===== src/hw/rtl/dpp_pkg.sv =====
// dpp_pkg: word types, register codes and fixed-point helpers for depth_pixel_to_point
// used by dpp_front, dpp_back and depth_pixel_to_point; depends on nothing
`default_nettype none

package dpp_pkg;

    // configuration register codes
    localparam logic [1:0] REG_IMAGE_WIDTH      = 2'd0;
    localparam logic [1:0] REG_IMAGE_HEIGHT     = 2'd1;
    localparam logic [1:0] REG_INVERSE_FOCAL    = 2'd2;
    localparam logic [1:0] REG_BIG_ENDIAN_COLOR = 2'd3;

    localparam int unsigned CFG_INDEX_W = 2;
    localparam int unsigned CFG_DATA_W  = 32;

    // magnitude of (size +- 1 - 2*counter), enough for sizes up to 16384
    localparam int unsigned SPAN_W    = 15;
    // span * inverse_focal
    localparam int unsigned M1_W      = SPAN_W + 32;
    localparam int unsigned SPLIT     = 24;
    localparam int unsigned LO_P_W    = SPLIT + 32;
    localparam int unsigned HI_P_W    = (M1_W - SPLIT) + 32;
    // span * inverse_focal * depth, plus rounding
    localparam int unsigned SUM_W     = M1_W + 32;
    localparam int unsigned FRAC_CUT  = 25;
    localparam int unsigned R_W       = SUM_W - FRAC_CUT;

    localparam logic [SUM_W-1:0] ROUND_HALF = SUM_W'(1) << (FRAC_CUT - 1);
    localparam logic [R_W-1:0]   POS_LIMIT  = R_W'(32'h7FFF_FFFF);
    localparam logic [R_W-1:0]   NEG_LIMIT  = R_W'(32'h8000_0000);
    localparam logic [31:0]      COORD_MAX  = 32'h7FFF_FFFF;
    localparam logic [31:0]      COORD_MIN  = 32'h8000_0000;

    // result queue, sized to cover the multiply pipeline at full rate
    localparam int unsigned OUT_DEPTH   = 8;
    localparam int unsigned OUT_LEVEL_W = $clog2(OUT_DEPTH) + 1;
    localparam int unsigned JOB_DEPTH   = 4;

    typedef struct packed {
        logic [31:0] depth;
        logic [7:0]  color_first;
        logic [7:0]  color_second;
        logic [7:0]  color_third;
    } pixel_t;

    typedef struct packed {
        logic [31:0]        point_x;
        logic signed [31:0] point_y;
        logic signed [31:0] point_z;
        logic [7:0]         out_color_first;
        logic [7:0]         out_color_second;
        logic [7:0]         out_color_third;
        logic               saturated;
        logic               frame_end;
    } point_t;

    typedef struct packed {
        logic [12:0] image_width;
        logic [12:0] image_height;
        logic [31:0] inverse_focal;
        logic        big_endian_color;
    } cfg_t;

    // classified pixel handed from the front to the back
    typedef struct packed {
        logic [31:0]       depth;
        logic              y_neg;
        logic [SPAN_W-1:0] y_mag;
        logic              z_neg;
        logic [SPAN_W-1:0] z_mag;
        logic [7:0]        color_first;
        logic [7:0]        color_second;
        logic [7:0]        color_third;
        logic              frame_end;
    } job_t;

    typedef struct packed {
        logic [31:0] value;
        logic        sat;
    } coord_t;

    // apply sign to a rounded magnitude and clip to signed Q16.16
    function automatic coord_t saturate_coord(input logic neg, input logic [R_W-1:0] mag);
        coord_t c;
        c.sat   = 1'b0;
        c.value = mag[31:0];
        if (!neg)
        begin
            if (mag > POS_LIMIT)
            begin
                c.sat   = 1'b1;
                c.value = COORD_MAX;
            end
        end
        else
        begin
            if (mag > NEG_LIMIT)
            begin
                c.sat   = 1'b1;
                c.value = COORD_MIN;
            end
            else
            begin
                c.value = 32'd0 - mag[31:0];
            end
        end
        return c;
    endfunction

endpackage

`default_nettype wire


===== src/hw/rtl/dpp_front.sv =====
// dpp_front: raster counters and per-pixel classification into a job word
// depends on dpp_pkg (pixel_t, cfg_t, job_t)
`default_nettype none

module dpp_front #(
    parameter int unsigned MAX_WIDTH  = 4096,
    parameter int unsigned MAX_HEIGHT = 4096
) (
    input  wire logic           clk,
    input  wire logic           rst_n,
    input  wire dpp_pkg::cfg_t  cfg,
    input  wire logic           accept,
    input  wire dpp_pkg::pixel_t pixel,
    output dpp_pkg::job_t       job
);

    import dpp_pkg::*;

    localparam int unsigned COL_W = $clog2(MAX_WIDTH);
    localparam int unsigned ROW_W = $clog2(MAX_HEIGHT);
    localparam int unsigned WCL_W = $clog2(MAX_WIDTH + 1);
    localparam int unsigned HCL_W = $clog2(MAX_HEIGHT + 1);
    localparam int unsigned HALF_W = SPAN_W + 1;

    logic [COL_W-1:0]  col_reg;
    logic [COL_W-1:0]  col_next;
    logic [ROW_W-1:0]  row_reg;
    logic [ROW_W-1:0]  row_next;
    logic [WCL_W-1:0]  w_cl;
    logic [HCL_W-1:0]  h_cl;
    logic              row_end;
    logic              frame_end;
    logic [HALF_W-1:0] half_y;
    logic [HALF_W-1:0] half_z;
    logic [HALF_W-1:0] neg_y;
    logic [HALF_W-1:0] neg_z;

    // zero counts as one, oversize counts as the maximum
    always_comb
    begin
        if (cfg.image_width == '0)
            w_cl = WCL_W'(1);
        else if (32'(cfg.image_width) > 32'(MAX_WIDTH))
            w_cl = WCL_W'(MAX_WIDTH);
        else
            w_cl = WCL_W'(cfg.image_width);

        if (cfg.image_height == '0)
            h_cl = HCL_W'(1);
        else if (32'(cfg.image_height) > 32'(MAX_HEIGHT))
            h_cl = HCL_W'(MAX_HEIGHT);
        else
            h_cl = HCL_W'(cfg.image_height);
    end

    assign row_end   = 32'(col_reg) >= (32'(w_cl) - 32'd1);
    assign frame_end = row_end && (32'(row_reg) >= (32'(h_cl) - 32'd1));

    // doubled offsets from the optical center, signed
    assign half_y = HALF_W'(w_cl) - HALF_W'(1) - (HALF_W'(col_reg) << 1);
    assign half_z = HALF_W'(h_cl) + HALF_W'(1) - (HALF_W'(row_reg) << 1);
    assign neg_y  = HALF_W'(0) - half_y;
    assign neg_z  = HALF_W'(0) - half_z;

    always_comb
    begin
        job.depth        = pixel.depth;
        job.y_neg        = half_y[HALF_W-1];
        job.z_neg        = half_z[HALF_W-1];
        job.y_mag        = half_y[HALF_W-1] ? neg_y[SPAN_W-1:0] : half_y[SPAN_W-1:0];
        job.z_mag        = half_z[HALF_W-1] ? neg_z[SPAN_W-1:0] : half_z[SPAN_W-1:0];
        // a size of one has no angle
        if (w_cl == WCL_W'(1))
            job.y_mag = '0;
        if (h_cl == HCL_W'(1))
            job.z_mag = '0;
        job.color_first  = cfg.big_endian_color ? pixel.color_first : pixel.color_third;
        job.color_second = pixel.color_second;
        job.color_third  = cfg.big_endian_color ? pixel.color_third : pixel.color_first;
        job.frame_end    = frame_end;
    end

    always_comb
    begin
        col_next = col_reg;
        row_next = row_reg;
        if (accept)
        begin
            if (row_end)
            begin
                col_next = '0;
                row_next = frame_end ? '0 : row_reg + ROW_W'(1);
            end
            else
            begin
                col_next = col_reg + COL_W'(1);
            end
        end
    end

    always_ff @(posedge clk or negedge rst_n)
    begin
        if (!rst_n)
        begin
            col_reg <= '0;
            row_reg <= '0;
        end
        else
        begin
            col_reg <= col_next;
            row_reg <= row_next;
        end
    end

endmodule

`default_nettype wire


===== config.mk =====
export PLATFORM = sky130hd
export DESIGN_NAME = dpp_front
export DESIGN_NICKNAME = d
export VERILOG_FILES = /design/src/hw/rtl/dpp_pkg.sv /design/src/hw/rtl/dpp_front.sv
export SDC_FILE = /design/constraint.sdc
export NUM_CORES = 1
export LEC_CHECK = 0
export ABC_AREA = 1
export BUFFER_PORTS_ARGS = -buffer_cell sky130_fd_sc_hd__buf_2
export CORE_MARGIN = 10
export CORE_UTILIZATION = 47
export CTS_BUF_LIST = sky130_fd_sc_hd__clkbuf_8
export CTS_CLUSTER_DIAMETER = 200
export CTS_CLUSTER_SIZE = 8
export DETAILED_ROUTE_END_ITERATION = 12
export PLACE_DENSITY = 0.89
export SYNTH_ARGS = -nofsm -noshare
export SYNTH_HDL_FRONTEND = slang
export SYNTH_SLANG_ARGS = --single-unit

===== constraint.sdc =====
create_clock -name clk -period 3.3 [get_ports clk]
set_clock_uncertainty 0.2 [all_clocks]
set_input_delay 0.33 -clock clk [delete_from_list [all_inputs] [get_ports clk]]
set_output_delay 0.33 -clock clk [all_outputs]
set_load 0.01 [all_outputs]

==> run summary, run 1 <==
aggregate global-route resource usage: 52.7%
outcome: stopped before the end
Initial Util: 47.8%
die span in y: 128 um
CTS buffer count: 3
post-synthesis register bit count: 24
Synth Warn #: 0
largest family of logic cells by synthesized area: simple AND/OR/NAND/NOR gates
worst endpoint type: top-level output
Clock Path Buffers: 2
Netlist Area Pre-Place: 5460 um2
Cells after Synth: 939
post-synthesis sequential area ratio: 11.0%
syn nets: 1126
post-synthesis simple-gate area fraction: 37.4%
GRT overflow: 23
mux contribution to synthesized area: 0%
Num Clock Sinks: 24
worst endpoint after global-route timing repair: job[47]
Yosys cell types: 37
complex-gate fraction of the synthesized area: 10.8%
H-tree depth: 1
die outline width: 128 um
fraction of the mapped netlist area in adder cells: 16.2%
tool error: [ERROR GRT-0232] Routing congestion too high. Check the congestion heatmap in the GUI.
largest net degree at the start of global routing: 33
HPWL Detailed: 14200 um
placed cell area: 7290 um2
Ports: 207
Async SR Flop Fraction: 100%
EDFF count, synth: 0
Port Buffers: 93
Stopped at: 5_1_grt
Synth Flop Type: dfrtp_1
row count: 39
CTS root buffer: clkbuf_8
syn avg cell area: 5.81 um2
routability cong.: 0.965
Synth Area in XOR/XNOR: 5.78%
==> timing repair <==
action | in CTS
pin swaps | 89
hold buffers | 1
setup buffers | 29
setup endpoints to repair | 52
hold endpoints to repair | 24
gates cloned | 2
resized for setup | 172
==> routing by layer <==
layer  GRT usage, %  overflow
met3           41.2         0
met4           52.5        11
met5           6.19         0
met2           68.7        11
met1           50.2         1
==> cells by family after synthesis <==
group / count (synthesis)
flops: 24
xor+xnor: 36
compound gates: 112
other cells: 1
buf+inv: 225
simple gates: 472
fa+ha+maj: 69
==> through the flow <==
step / setup WS [ns] / instances / util [%]
after detailed placement: -0.638 / 1282 / 63.8
after floorplan: -0.154 / 939 / -
after CTS: -0.525 / 1318 / 73.1
after global placement: -0.552 / 1282 / 63.8
==> Yosys cell counts (all sizes together) (2+ instances only) <==
cell type / n / share of area [%]
nand4: 29 / 3.3
ha: 66 / 15
nor3: 26 / 2.6
clkbuf: 4 / 0.27
inv: 173 / 12
o21ai: 50 / 4.6
nand3b: 5 / 0.69
nor2: 107 / 7.9
dfrtp: 24 / 11
o21a: 4 / 0.55
a211oi: 2 / 0.27
a21oi: 52 / 4.8
fa: 3 / 1.1
nand3: 64 / 5.9
xor2: 28 / 4.5
buf: 47 / 6.4
xnor2: 8 / 1.3
o21bai: 2 / 0.34
nand2: 237 / 17
==> run 2, diff against run 1 <==
CORE_UTILIZATION = 40   (was 47)
CTS_BUF_LIST = unset   (was sky130_fd_sc_hd__clkbuf_8)
CTS_CLUSTER_DIAMETER = unset   (was 200)
CTS_CLUSTER_SIZE = unset   (was 8)
PLACE_DENSITY = unset   (was 0.89)
PLACE_DENSITY_LB_ADDON = 0.15   (was unset)
clock period = 4.3 ns   (was 3.3 ns; I/O delays follow)
==> run 2 against run 1 <==
  * Synthesized cell count is the same
  * The flow now finishes, with violations (negative hold slack)
  * Synthesized area is the same
==> run summary, run 2 <==
CTS root buffer: clkbuf_16
max-slew violations: 0
critical path launch point: cfg[47]
DR WL/cell: 12.6 um
Yosys cell types: 37
Seq pwr share: 11.2%
syn avg cell area: 5.81 um2
# Max-Cap Violations: 0
Req. time, crit path: 3.67 ns
Worst setup EP type: output port
unrepaired setup endpoints after global routing: true
H-tree depth: 1
Critical Path Slowest Stage Cell: xor2_2
Synth Warn #: 0
CTS tree: built
routability cong.: 0.880
vias in the first global route: 5249
Die ar.: 18700 um2
Final Hold Fails: 24
Clock Path Buffers: 2
switching power: 1.66 mW
r2r worst-path depth: 12
RR Endpoint: row_reg[9]
Total Wirelength: 15200 um
share of layout cells above drive strength 1: 24.0%
Layout Cells excl Fill: 1206
most frequent cells in the layout: nand2_1, inv_1, nor2_1
met3 WL: 571 um
Clock power frac: 8.4%
Int Power: 1.55 mW
Netlist Area Pre-Place: 5460 um2
initial antenna violation count: 0
startpoint types: input port
via density per instance: 4.81
Async SR Flop Fraction: 100%
die outline width: 137 um
fin nets: 1218
outcome: finished with violations
die span in y: 137 um
Max Freq: 244 MHz
failing checks: negative hold slack
Total Power: 3.21 mW
Post-synth top cells: nand2_1, inv_1, nor2_1
first-pass GRT wire length: 23900 um
Synth Flop Type: dfrtp_1
Initial Util: 41.1%
Core Area: 13300 um2
LEAKAGE: 3.80 nW
post-synthesis sequential area ratio: 11.0%
register-to-register setup slack: 1.94 ns
EDFF count, synth: 0
Cells after Synth: 939
CTS buffer count: 3
number of cells after detailed placement: 1185
routed via count: 5799
commonest non-fill, non-tap cell in the layout: nand2_1
leading area contributor after synthesis: nand2_1
metal2 WL: 7780 um
worst hold margin: -0.0466 ns
HPWL Detailed: 12500 um
Port Buffers: 93
area share of the largest cell type after synthesis: 16.0%
syn nets: 1126
aggregate global-route resource usage: 14.9%
Setup WS pre-CTS: 0.0129 ns
fin crit share: 95.4%
top post-synthesis cells by area: nand2_1, ha_1, inv_1
kind of critical path: input port to output port
Tightest Pin Transition: 0.833 ns
Synth-to-Final Area Change: 24.3%
GRT overflow: 0
DR DRC count: 0
row count: 42
largest net degree at the start of global routing: 33
max incr delay on CP: 0.31 ns
design area: 6780 um2
placed cell area: 6000 um2
Starting DRT DRC Count: 285
power per cell area: 473 nW/um2
worst reg2reg path startpoint: col_reg[0]
post-synthesis register bit count: 24
Pre-Repair DR Iteration Count: 5
switch share: 51.8%
CTS hold repair buffers: 0
Ports: 207
setup violators final: 0
arrival time at the worst endpoint: 3.47 ns
diode count: 0
Top Layer Used: met4
Crit Path Max Fanout: 8
Num Clock Sinks: 24
Logic pwr share: 80.3%
final setup margin: 0.199 ns
Max VDD drop: 0.000393 V
DRT met1 WL: 6660 um
Slew Limit Headroom: 43.8%
cell mode on critical path: nand2_2
Worst-Skew Late Latency: 0.26 ns
clk slew on worst S/H paths: 0.07 ns
Antenna Nets Post-Route: 0
Hold WC Path Type: input port to asynchronous set/reset pin
count leader, synth: nand2_1
min cycle time layout: 4.10 ns
run 2: cell counts after synthesis:
Identical to the previous run, type by type.
run 2: kinds of logic (layout without fill, tap and decap cells):
kind of cell / after synthesis / after routing / share of synthesized area [%]
other cells: 1 / 1 / 0.0687
xor+xnor: 36 / 36 / 5.78
flops: 24 / 24 / 11.0
simple gates: 472 / 472 / 37.4
fa+ha+maj: 69 / 69 / 16.2
compound gates: 112 / 112 / 10.8
buf+inv: 225 / 316 / 18.7
run 2: worst max-delay path by stage:
stage          endpoint  slack [ns]  cells past startpoint
4_1_cts         job[54]        0.02                     26
3_3_place_gp    job[52]        0.03                     25
5_1_grt         job[52]       -0.08                     27
6_report        job[46]        0.20                     26
3_5_place_dp    job[49]        0.01                     29
2_1_floorplan   job[49]        0.37                     26
run 2: power groups by stage:
stage               logic, mW  clock network (mW)  registers [mW]
floorplan                1.57                   0           0.339
global route             2.92               0.287           0.372
global placement         2.17                   0           0.365
finish                   2.58               0.270           0.361
CTS                      2.20               0.276           0.360
detailed placement       2.18                   0           0.363
run 2: cell type report:
| type | count | area, um2 |
|---|---|---|
| inverters | 174 | 661 |
| repair buffers | 137 | 888 |
| repair inverters | 1 | 5.00 |
| clock inverters | 1 | 30.0 |
| well taps | 176 | 220 |
| clock buffers | 3 | 75.1 |
| fillers | 1407 | 6510 |
| flip-flops and latches | 24 | 601 |
| multi-input cells | 690 | 4300 |
run 2: per-stage QoR:
stage          utilization (%)  TNS [ns]  hold WS, ns
5_1_grt                   51.0    -0.464       0.0151
3_5_place_dp              45.1         0        0.290
2_1_floorplan                -         0      -0.0656
4_1_cts                   46.0         0      0.00428
3_3_place_gp              45.1         0        0.282
6_report                  51.0         0      -0.0466
run 2: critical path, delay by kind of cell:
kind / cells / cell delay [ns]
fa+ha+maj: 1 / 0.26
xor+xnor: 1 / 0.31
buf+inv: 5 / 0.55
simple gates: 17 / 1.57
compound gates: 2 / 0.34
run 2: repair_timing:
| action | in CTS | in global routing |
|---|---|---|
| setup endpoints to repair | 1 | 28 |
| setup buffers | 0 | 16 |
| pin swaps | 0 | 41 |
| resized for setup | 1 | 126 |
| gates cloned | 0 | 1 |
run 2: routing by layer:
metal,vias up,global-route usage [%]
met5,-,0
met2,107,27.5
met4,0,1.99
li1,3124,-
met1,2552,18.4
met3,16,2.09
Note: power is estimated with default switching activity, not from simulation.
