### src/hw/rtl/dpp_fifo.sv
// dpp_fifo: small first-in first-out queue of flat words held in registers
// generic, no package use; DEPTH must be a power of two
`default_nettype none

module dpp_fifo #(
    parameter int unsigned WIDTH = 8,
    parameter int unsigned DEPTH = 4
) (
    input  wire logic                       clk,
    input  wire logic                       rst_n,
    input  wire logic                       wr_en,
    input  wire logic [WIDTH-1:0]           wr_data,
    input  wire logic                       rd_en,
    output logic      [WIDTH-1:0]           rd_data,
    output logic                            empty,
    output logic                            full,
    output logic      [$clog2(DEPTH):0]     level
);

    localparam int unsigned ADDR_W = $clog2(DEPTH);

    logic [WIDTH-1:0]  mem_reg [DEPTH];
    logic [ADDR_W:0]   wr_ptr_reg;
    logic [ADDR_W:0]   rd_ptr_reg;
    logic [ADDR_W:0]   wr_ptr_next;
    logic [ADDR_W:0]   rd_ptr_next;

    assign level   = wr_ptr_reg - rd_ptr_reg;
    assign empty   = (wr_ptr_reg == rd_ptr_reg);
    assign full    = (wr_ptr_reg[ADDR_W-1:0] == rd_ptr_reg[ADDR_W-1:0])
                     && (wr_ptr_reg[ADDR_W] != rd_ptr_reg[ADDR_W]);
    assign rd_data = mem_reg[rd_ptr_reg[ADDR_W-1:0]];

    assign wr_ptr_next = wr_ptr_reg + (ADDR_W+1)'(wr_en);
    assign rd_ptr_next = rd_ptr_reg + (ADDR_W+1)'(rd_en);

    always_ff @(posedge clk or negedge rst_n)
    begin
        if (!rst_n)
        begin
            wr_ptr_reg <= '0;
            rd_ptr_reg <= '0;
        end
        else
        begin
            wr_ptr_reg <= wr_ptr_next;
            rd_ptr_reg <= rd_ptr_next;
        end
    end

    always_ff @(posedge clk)
    begin
        if (wr_en)
        begin
            mem_reg[wr_ptr_reg[ADDR_W-1:0]] <= wr_data;
        end
    end

endmodule

`default_nettype wire

### config.mk
export PLATFORM = sky130hd
export DESIGN_NAME = dpp_fifo
export DESIGN_NICKNAME = d
export VERILOG_FILES = /design/src/hw/rtl/dpp_fifo.sv
export SDC_FILE = /design/constraint.sdc
export NUM_CORES = 1
export LEC_CHECK = 0
export BUFFER_PORTS_ARGS = -buffer_cell sky130_fd_sc_hd__clkbuf_2
export CAP_MARGIN = 10
export CORE_ASPECT_RATIO = 0.5
export CORE_MARGIN = 4
export CORE_UTILIZATION = 45
export DETAILED_ROUTE_END_ITERATION = 10
export PLACE_DENSITY = 0.71
export SYNTH_ARGS = -nofsm -noshare
export SYNTH_HDL_FRONTEND = slang
export SYNTH_SLANG_ARGS = --single-unit
export TNS_END_PERCENT = 100
### constraint.sdc
create_clock -name clk -period 2 [get_ports clk]
set_input_delay 0.4 -clock clk [delete_from_list [all_inputs] [get_ports clk]]
set_output_delay 0.4 -clock clk [all_outputs]
set_load 0.05 [all_outputs]
==> flow_summary_export.csv, run 1 <==
group,metric,value,unit
timing,clock_skew,5.55,ps
worst_setup_path,worst_path_largest_cell_delay,400,ps
timing,slew_viol_final,0,
clock_tree,cts_tree,"yes",
layout,multiInputGateArea,364,µm²
global_routing,grt_pass1_vias,824,
die,start_util,48.5,%
run_status,violations,"negative setup slack",
routing,wirelength,2300,µm
die,die_x,89.5,µm
timing,layout_setup_ws,-18.9,ps
global_routing,grt-ovfl-total,0,
clock_tree,cts_buffers,5,
yosys,synth.area.mux_share,12.1,%
yosys,synthAdderAreaFrac,6.37,%
die,core,3080,µm²
routing,routedWlPerCell,15.6,µm
yosys,ys_warn_count,0,
yosys,syn_avg_cell_area,21.0,µm²
yosys,synth_compound_area_share,0,%
layout,fin_cells,147,
routing,drc_errors,0,
global_routing,grt_max_degree,14,
yosys,netlist_area,1490,µm²
timing,min_period_over_period,101,%
worst_hold_path,hold_path.class,"in2reg",
yosys,seq_area_frac_synth,74.4,%
timing,rsz0062_at_grt,"yes",
routing,via_per_inst,4.94,
routing,drtPass1Iterations,4,
yosys,synth-simple-area-share,2.76,%
flow_run,drv_cap,0,
routing,drt-initial-drc-count,28,
global_routing,grt.total_usage,12.6,%
timing,max_freq,495,MHz
yosys,synth_nets,90,
die,die_h,48.7,µm
yosys,async_flop_share,15.8,%
placement,dp_hpwl,1620,µm
yosys,ys_ff_latch,38,
clock_tree,clk_path_buf_depth,2,
worst_setup_path,critPathMaxFanout,2,
die,pin_count,25,
layout,nFillCells,222,
timing,period_minus_slack,2020,ps
clock_tree,clock_latency,290,ps
yosys,synth_xor_area_share,2.35,%
placement,place.gp.congestion,0.726,
layout,area_growth,27.1,%
worst_setup_path,arrival,1620,ps
yosys,synth_flop_cell,"edfxtp_1",
global_routing,grt_pass1_wl,3910,µm
global_routing,antenna_found_initial,0,
worst_setup_path,critPathKind,"reg2out",
layout,diodes,0,
yosys,synth-edff-count,32,
timing,relSlewSlack,72.3,%
timing,setup_viol,2,
layout,seqCellArea,1110,µm²
layout,largest_register_ffs,32,
worst_setup_path,crit_path_top_delay_cell,"dfrtp_1",
routing,ant_nets,0,
placement,port_buffers,24,
layout,final_core_util,61.6,%
placement,dp_cells,137,
yosys,synth_top_family_by_area,"multiplexers",
clock_tree,cts_sinks,38,
layout,drive_above_1_share,45.8,%
timing,hold_ws,329,ps
worst_setup_path,worstPathCellList,"inv_2 -> ha_1 -> inv_1 -> fa_2 -> xnor2_2 -> buf_12",
clock_tree,clockRootBuffer,"clkbuf_8",
die,rows,14,
placement,pre_cts_ws,160,ps
clock_tree,h-tree-depth,2,
worst_setup_path,end_kind,"output pin",
worst_setup_path,worstPathRequired,1600,ps
yosys,ys_types,15,
clock_tree,path_clk_slew,70,ps
die,die_area,4360,µm²
timing,finalHoldViolations,0,
yosys,syn-instance-count,71,
run_status,status,"finished, violations left",
layout,nNetsFinal,125,
worst_setup_path,startpoint_type,"flop",
routing,dr_total_vias,726,
timing,worstMarginPinSlew,416,ps
-- synth_stat cells, types with 2 or more instances --
master | count | area share [%]
nand2_1 | 2 | 0.50
ha_1 | 6 | 5.0
mux4_2 | 8 | 12
dfrtp_1 | 6 | 10
xor2_1 | 3 | 1.8
nor2_1 | 2 | 0.50
and3_1 | 2 | 0.84
edfxtp_1 | 32 | 64
inv_1 | 4 | 1.0
-- routing by layer --
metal | track usage [%] | routed length [µm]
met4 | 5.94 | 28
met1 | 16.2 | 934
met3 | 5.08 | 155
met2 | 18.7 | 1180
met5 | 0 | 0
-- per-stage QoR --
step                      instance area, µm²  setup TNS (ps)
after floorplan                         1500               0
after global placement                  1720               0
after detailed placement                1720               0
after CTS                               1900           -49.6
after global routing                    1900            -582
final                                   1900           -30.8
-- cells in the final DEF, fill, tap and decap left out, types with 2 or more instances in the layout --
| cell type | instances |
|---|---|
| nor2_1 | 2 |
| xor2_1 | 3 |
| mux4_2 | 8 |
| edfxtp_1 | 32 |
| buf_2 | 2 |
| clkbuf_8 | 5 |
| nand2_1 | 2 |
| clkbuf_4 | 8 |
| buf_12 | 2 |
| ha_1 | 6 |
| and3_1 | 2 |
| inv_1 | 3 |
| clkbuf_2 | 12 |
| dfrtp_1 | 6 |
| bufinv_16 | 2 |
| buf_4 | 4 |
-- repair_timing --
| action | 4_1_cts | 5_1_grt |
|---|---|---|
| hold endpoints to repair | 6 | 0 |
| endpoints found under the setup margin | 10 | 12 |
| pin swaps | 1 | 0 |
| gates resized for setup | 10 | 3 |
| hold buffers | 1 | 0 |
| cloned | 0 | 0 |
| buffers inserted | 1 | 0 |
-- worst paths after layout --
kind / to / cells after the start / slack [ps] / start
max: level[2] / 6 / -20 / wr_ptr_reg[0]
min: mem_reg[0][7] / 1 / 330 / wr_data[7]
max reg2reg: mem_reg[2][7] / 1 / 700 / wr_ptr_reg[1]
min reg2reg: rd_ptr_reg[2] / 1 / 500 / rd_ptr_reg[2]
max in group asynchronous: wr_ptr_reg[0] / 2 / 1390 / rst_n
min in group asynchronous: rd_ptr_reg[2] / 2 / 460 / rst_n
-- final cells by class --
cell class,instances,area share [%]
Clock buffer,5,3.62
Clock inverter,3,3.62
Inverter,4,0.791
Multi-Input combinational cell,27,19.2
Sequential cell,38,58.5
Tap cell,40,2.64
Timing Repair Buffer,30,11.7
-- logic make-up after synthesis --
kind of cell,Yosys count
adders and majority gates,7
xor gates and xnor gates,4
and+or+nand+nor,8
DFF,38
buffers and inverters,6
muxes,8
-- worst max-delay path, delay by kind of cell (launching register included) --
family | cells | cell delay, ps
xor gates and xnor gates | 1 | 180
DFF | 1 | 400
adders and majority gates | 2 | 490
buffers and inverters | 3 | 270
Power of run 1 is not shown: default switching activity piles up to over one toggle a cycle in this logic, so the estimate is an artifact.
==> run 2, diff against run 1 <==
Settings changed: PLACE_DENSITY 0.71 to 0.74.
Clock period 2 ns to 1.6 ns, I/O delays scaled along.
==> run 2 against run 1 <==
Net effect: the flow still finishes with violations (negative setup slack); highest routed layer unchanged; largest cell class unchanged; clock-buffer cell count unchanged; core utilization increased by 7.2 points; sequential cell count unchanged; final cell count is 3.4% higher; first-iteration DRC count increased by 25%; final area rose by 12%; setup slack lost 330 ps.
==> flow_summary_export.csv, run 2 (synthesis results as in run 1) <==
group,metric,value,unit
die,die_x,89.5,µm
layout,final_core_util,68.8,%
layout,layout_common_cells,"edfxtp_1 (32), clkbuf_2 (11), mux4_2 (8), buf_8 (8), buf_4 (8)",
routing,dr_total_vias,776,
clock_tree,cts_sinks,38,
worst_hold_path,hold_path.class,"in2reg",
timing,clock_skew,4.82,ps
layout,area_growth,42.0,%
placement,pre_cts_ws,-97.9,ps
layout,diodes,0,
placement,port_buffers,24,
clock_tree,clockRootBuffer,"clkbuf_8",
die,start_util,48.5,%
worst_setup_path,end_kind,"output pin",
die,rows,14,
die,die_area,4360,µm²
layout,fin_area,2120,µm²
worst_setup_path,critPathKind,"reg2out",
run_status,violations,"negative setup slack",
timing,slew_viol_final,0,
routing,drt-initial-drc-count,35,
global_routing,grt_pass1_vias,841,
global_routing,antenna_found_initial,0,
routing,drc_errors,0,
routing,routedWlPerCell,17.3,µm
routing,wirelength,2630,µm
timing,period_minus_slack,1950,ps
timing,rsz0062_at_grt,"yes",
die,pin_count,25,
placement,place.gp.congestion,0.697,
timing,setup_viol,12,
global_routing,grt.total_usage,13.0,%
clock_tree,clk_path_buf_depth,2,
global_routing,grt_pass1_wl,3920,µm
flow_run,drv_cap,0,
timing,finalSetupTns,-3180,ps
worst_setup_path,startpoint_type,"flop",
die,die_h,48.7,µm
timing,max_freq,513,MHz
placement,placed_cell_area,1800,µm²
layout,drive_above_1_share,55.4,%
clock_tree,h-tree-depth,2,
routing,drtPass1Iterations,4,
placement,dp_hpwl,1870,µm
timing,layout_setup_ws,-351,ps
clock_tree,cts_tree,"yes",
worst_setup_path,worstPathRequired,1280,ps
layout,final_common_cell,"edfxtp_1",
layout,nNetsFinal,130,
routing,ant_nets,0,
worst_setup_path,arrival,1630,ps
global_routing,grt-ovfl-total,0,
timing,worstMarginPinSlew,415,ps
layout,largest_register_ffs,32,
timing,relSlewSlack,72.3,%
run_status,status,"finished, violations left",
die,core,3080,µm²
clock_tree,cts_buffers,5,
global_routing,grt_max_degree,13,
clock_tree,path_clk_slew,70,ps
timing,finalHoldViolations,0,
routing,via_per_inst,5.11,
worst_setup_path,critPathMaxFanout,2,
clock_tree,clock_latency,280,ps
timing,min_period_over_period,122,%
-- run 2: cell types whose count changed in the layout (fill, tap and decap cells not counted), sizes merged --
cell | previous run | this run
buf | 9 | 22
clkbuf | 25 | 17
-- run 2: worst paths after layout --
path / endpoint / slack, ps / from / depth (start not counted)
max: level[2] / -350 / wr_ptr_reg[0] / 6
min reg2reg: rd_ptr_reg[2] / 530 / rd_ptr_reg[2] / 1
max reg2reg: rd_ptr_reg[2] / 240 / rd_ptr_reg[0] / 5
max in group asynchronous: wr_ptr_reg[1] / 1050 / rst_n / 2
min: mem_reg[2][6] / 250 / wr_data[6] / 1
min in group asynchronous: rd_ptr_reg[0] / 380 / rst_n / 2
-- run 2: per-stage QoR --
step / cells / hold WS [ps]
2_1_floorplan: 71 / 24.4
3_3_place_gp: 140 / 147
3_5_place_dp: 140 / 155
4_1_cts: 152 / 244
5_1_grt: 152 / 244
6_report: 152 / 252
-- run 2: worst max-delay path, cell delays in order (launching register included) --
cell	delay, ps
dfrtp_1	400
inv_2	80
ha_4	130
inv_2	30
fa_2	370
xnor2_4	180
buf_12	160
-- run 2: layer usage --
layer	global-route usage [%]	vias to the layer above	wire, µm
li1	-	356	-
met1	14.9	393	1080
met2	21.3	24	1400
met3	4.92	3	121
met4	6.68	0	30
met5	0	-	0
-- run 2: final cells by class --
type / count / area [µm²]
Clock buffer: 5 / 68.8
Clock inverter: 3 / 63.8
Fill cell: 202 / 962
Inverter: 4 / 15.0
Multi-Input combinational cell: 27 / 428
Sequential cell: 38 / 1110
Tap cell: 40 / 50.0
Timing Repair Buffer: 35 / 382
-- run 2: timing repair --
action,in CTS,in global routing
setup buffers,2,1
cloned,1,0
resized for setup,21,21
hold buffers,1,0
setup endpoints to repair,12,13
hold endpoints to repair,6,0
pin swaps,1,2
Power of run 2 is left out for the same reason.
==> run 3, diff against run 2 <==
==> constraint.sdc (replaced) <==
create_clock -name clk -period 1.6 [get_ports clk]
set_input_delay 0.08 -clock clk [delete_from_list [all_inputs] [get_ports clk]]
set_output_delay 0.08 -clock clk [all_outputs]
set_load 0.05 [all_outputs]
==> run 3 against run 2 <==
Net effect: the run still ends with negative setup slack left; final cell count down 3.9%; via count decreased by 8.9%; core utilization decreased by 5.3 points; sequential cell count is the same; register-to-register slack gained 120 ps; largest cell class unchanged.
==> flow_summary_export.csv, run 3 (synthesis results as in run 1) <==
group,metric,value,unit
run_status,status,"finished, violations left",
run_status,violations,"negative setup slack",
routing,drtPass1Iterations,2,
worst_setup_path,r2r-end,"mem_reg[2][2]",
layout,diodes,0,
routing,routed-wl-met2,1170,µm
global_routing,grt-ovfl-total,0,
die,core,3080,µm²
routing,dr_total_vias,707,
routing,drt-initial-drc-count,57,
worst_setup_path,worstPathRequired,1520,ps
timing,finalHoldViolations,0,
timing,layout_setup_ws,-101,ps
timing,min_period_over_period,106,%
timing,slew_viol_final,0,
global_routing,grt_max_degree,12,
worst_setup_path,critPathLaunch,"wr_ptr_reg[0]",
placement,dp_hpwl,1650,µm
routing,ant_nets,0,
die,die_h,48.7,µm
global_routing,antenna_found_initial,0,
placement,port_buffers,24,
routing,wl_met3,108,µm
clock_tree,path_clk_slew,70,ps
layout,final_core_util,63.5,%
clock_tree,cts_tree,"yes",
layout,layout_common_cells,"edfxtp_1 (32), clkbuf_2 (12), buf_8 (9)",
layout,final_common_cell,"edfxtp_1",
routing,wl_met1,1090,µm
routing,routed.top_layer,"met4",
worst_setup_path,rr_worst_depth,2,
clock_tree,cts_buffers,5,
clock_tree,clock_latency,280,ps
layout,area_growth,31.1,%
routing,via_per_inst,4.84,
worst_setup_path,arrival,1620,ps
die,die_x,89.5,µm
layout,fin_cells,146,
timing,clock_skew,4.37,ps
clock_tree,clk_path_buf_depth,2,
global_routing,grt_pass1_vias,796,
global_routing,grt_pass1_wl,4020,µm
timing,worstMarginPinSlew,425,ps
die,die_area,4360,µm²
routing,routedWlPerCell,16.4,µm
routing,drc_errors,0,
clock_tree,clockRootBuffer,"clkbuf_8",
timing,relSlewSlack,71.7,%
worst_setup_path,startpoint_type,"flop",
die,start_util,48.5,%
placement,place.gp.congestion,0.710,
worst_setup_path,critPathMaxFanout,2,
timing,period_minus_slack,1700,ps
layout,largest_register_ffs,32,
flow_run,drv_cap,0,
layout,fin_area,1960,µm²
global_routing,grt.total_usage,13.2,%
layout,nNetsFinal,125,
timing,rsz0062_at_grt,"yes",
layout,nFillCells,222,
worst_setup_path,r2r_slack,360,ps
clock_tree,cts_sinks,38,
timing,max_freq,588,MHz
routing,wirelength,2390,µm
placement,dp_cells,138,
worst_setup_path,critPathKind,"reg2out",
worst_setup_path,end_kind,"output pin",
worst_setup_path,crit_end,"level[2]",
clock_tree,h-tree-depth,2,
layout,drive_above_1_share,50.0,%
die,pin_count,25,
worst_hold_path,hold_path.class,"in2reg",
timing,setup_viol,10,
die,rows,14,
worst_setup_path,r2r-start,"wr_ptr_reg[0]",
placement,placed_cell_area,1730,µm²
[run 3: cell type report]
type	count	area (µm²)	area share [%]
multi-input cells	27	387	19.7
clock inverters	2	33.8	1.73
clock buffers	5	68.8	3.51
inverters	4	15.0	0.767
well taps	40	50.0	2.56
repair buffers	30	290	14.8
flip-flops and latches	38	1110	56.9
[run 3: worst min path at each step]
| stage | from | end | slack (ps) | cells past startpoint |
|---|---|---|---|---|
| after floorplan | rst_n | rd_ptr_reg[0] | -220 | 0 |
| after global placement | rst_n | rd_ptr_reg[1] | -80 | 1 |
| after detailed placement | rst_n | rd_ptr_reg[1] | -80 | 1 |
| after CTS | wr_data[6] | mem_reg[0][6] | 7 | 1 |
| after global routing | wr_data[0] | mem_reg[0][0] | 6 | 1 |
| final | wr_data[1] | mem_reg[1][1] | 20 | 1 |
[run 3: layer usage]
| metal | track usage, % | vias to the layer above |
|---|---|---|
| met4 | 5.94 | 0 |
| met5 | 0 | - |
| li1 | - | 342 |
| met2 | 19.3 | 16 |
| met1 | 17.3 | 347 |
| met3 | 5.08 | 2 |
[run 3: worst max-delay path, cell delays in order (launching register included)]
cell and delay, ps:
dfrtp_1 390, inv_2 80, ha_4 130, inv_2 30
fa_2 360, xnor2_2 180, buf_12 160
[run 3: what timing repair did]
item                       4_1_cts  5_1_grt
resized for setup               25       14
pin swaps                        2        0
hold buffers                     1        0
hold endpoints to repair         6        0
setup endpoints to repair       11       12
buffers inserted                 0        0
cloned                           0        0
[run 3: stage by stage]
stage	worst slack, ps	TNS, ps	hold WS [ps]
after global routing	-196	-940	6.28
after floorplan	-49.2	-49.2	-216
after detailed placement	106	0	-80.6
final	-101	-320	22.1
after global placement	135	0	-81.6
after CTS	-119	-898	6.69
Power of run 3 is left out for the same reason.
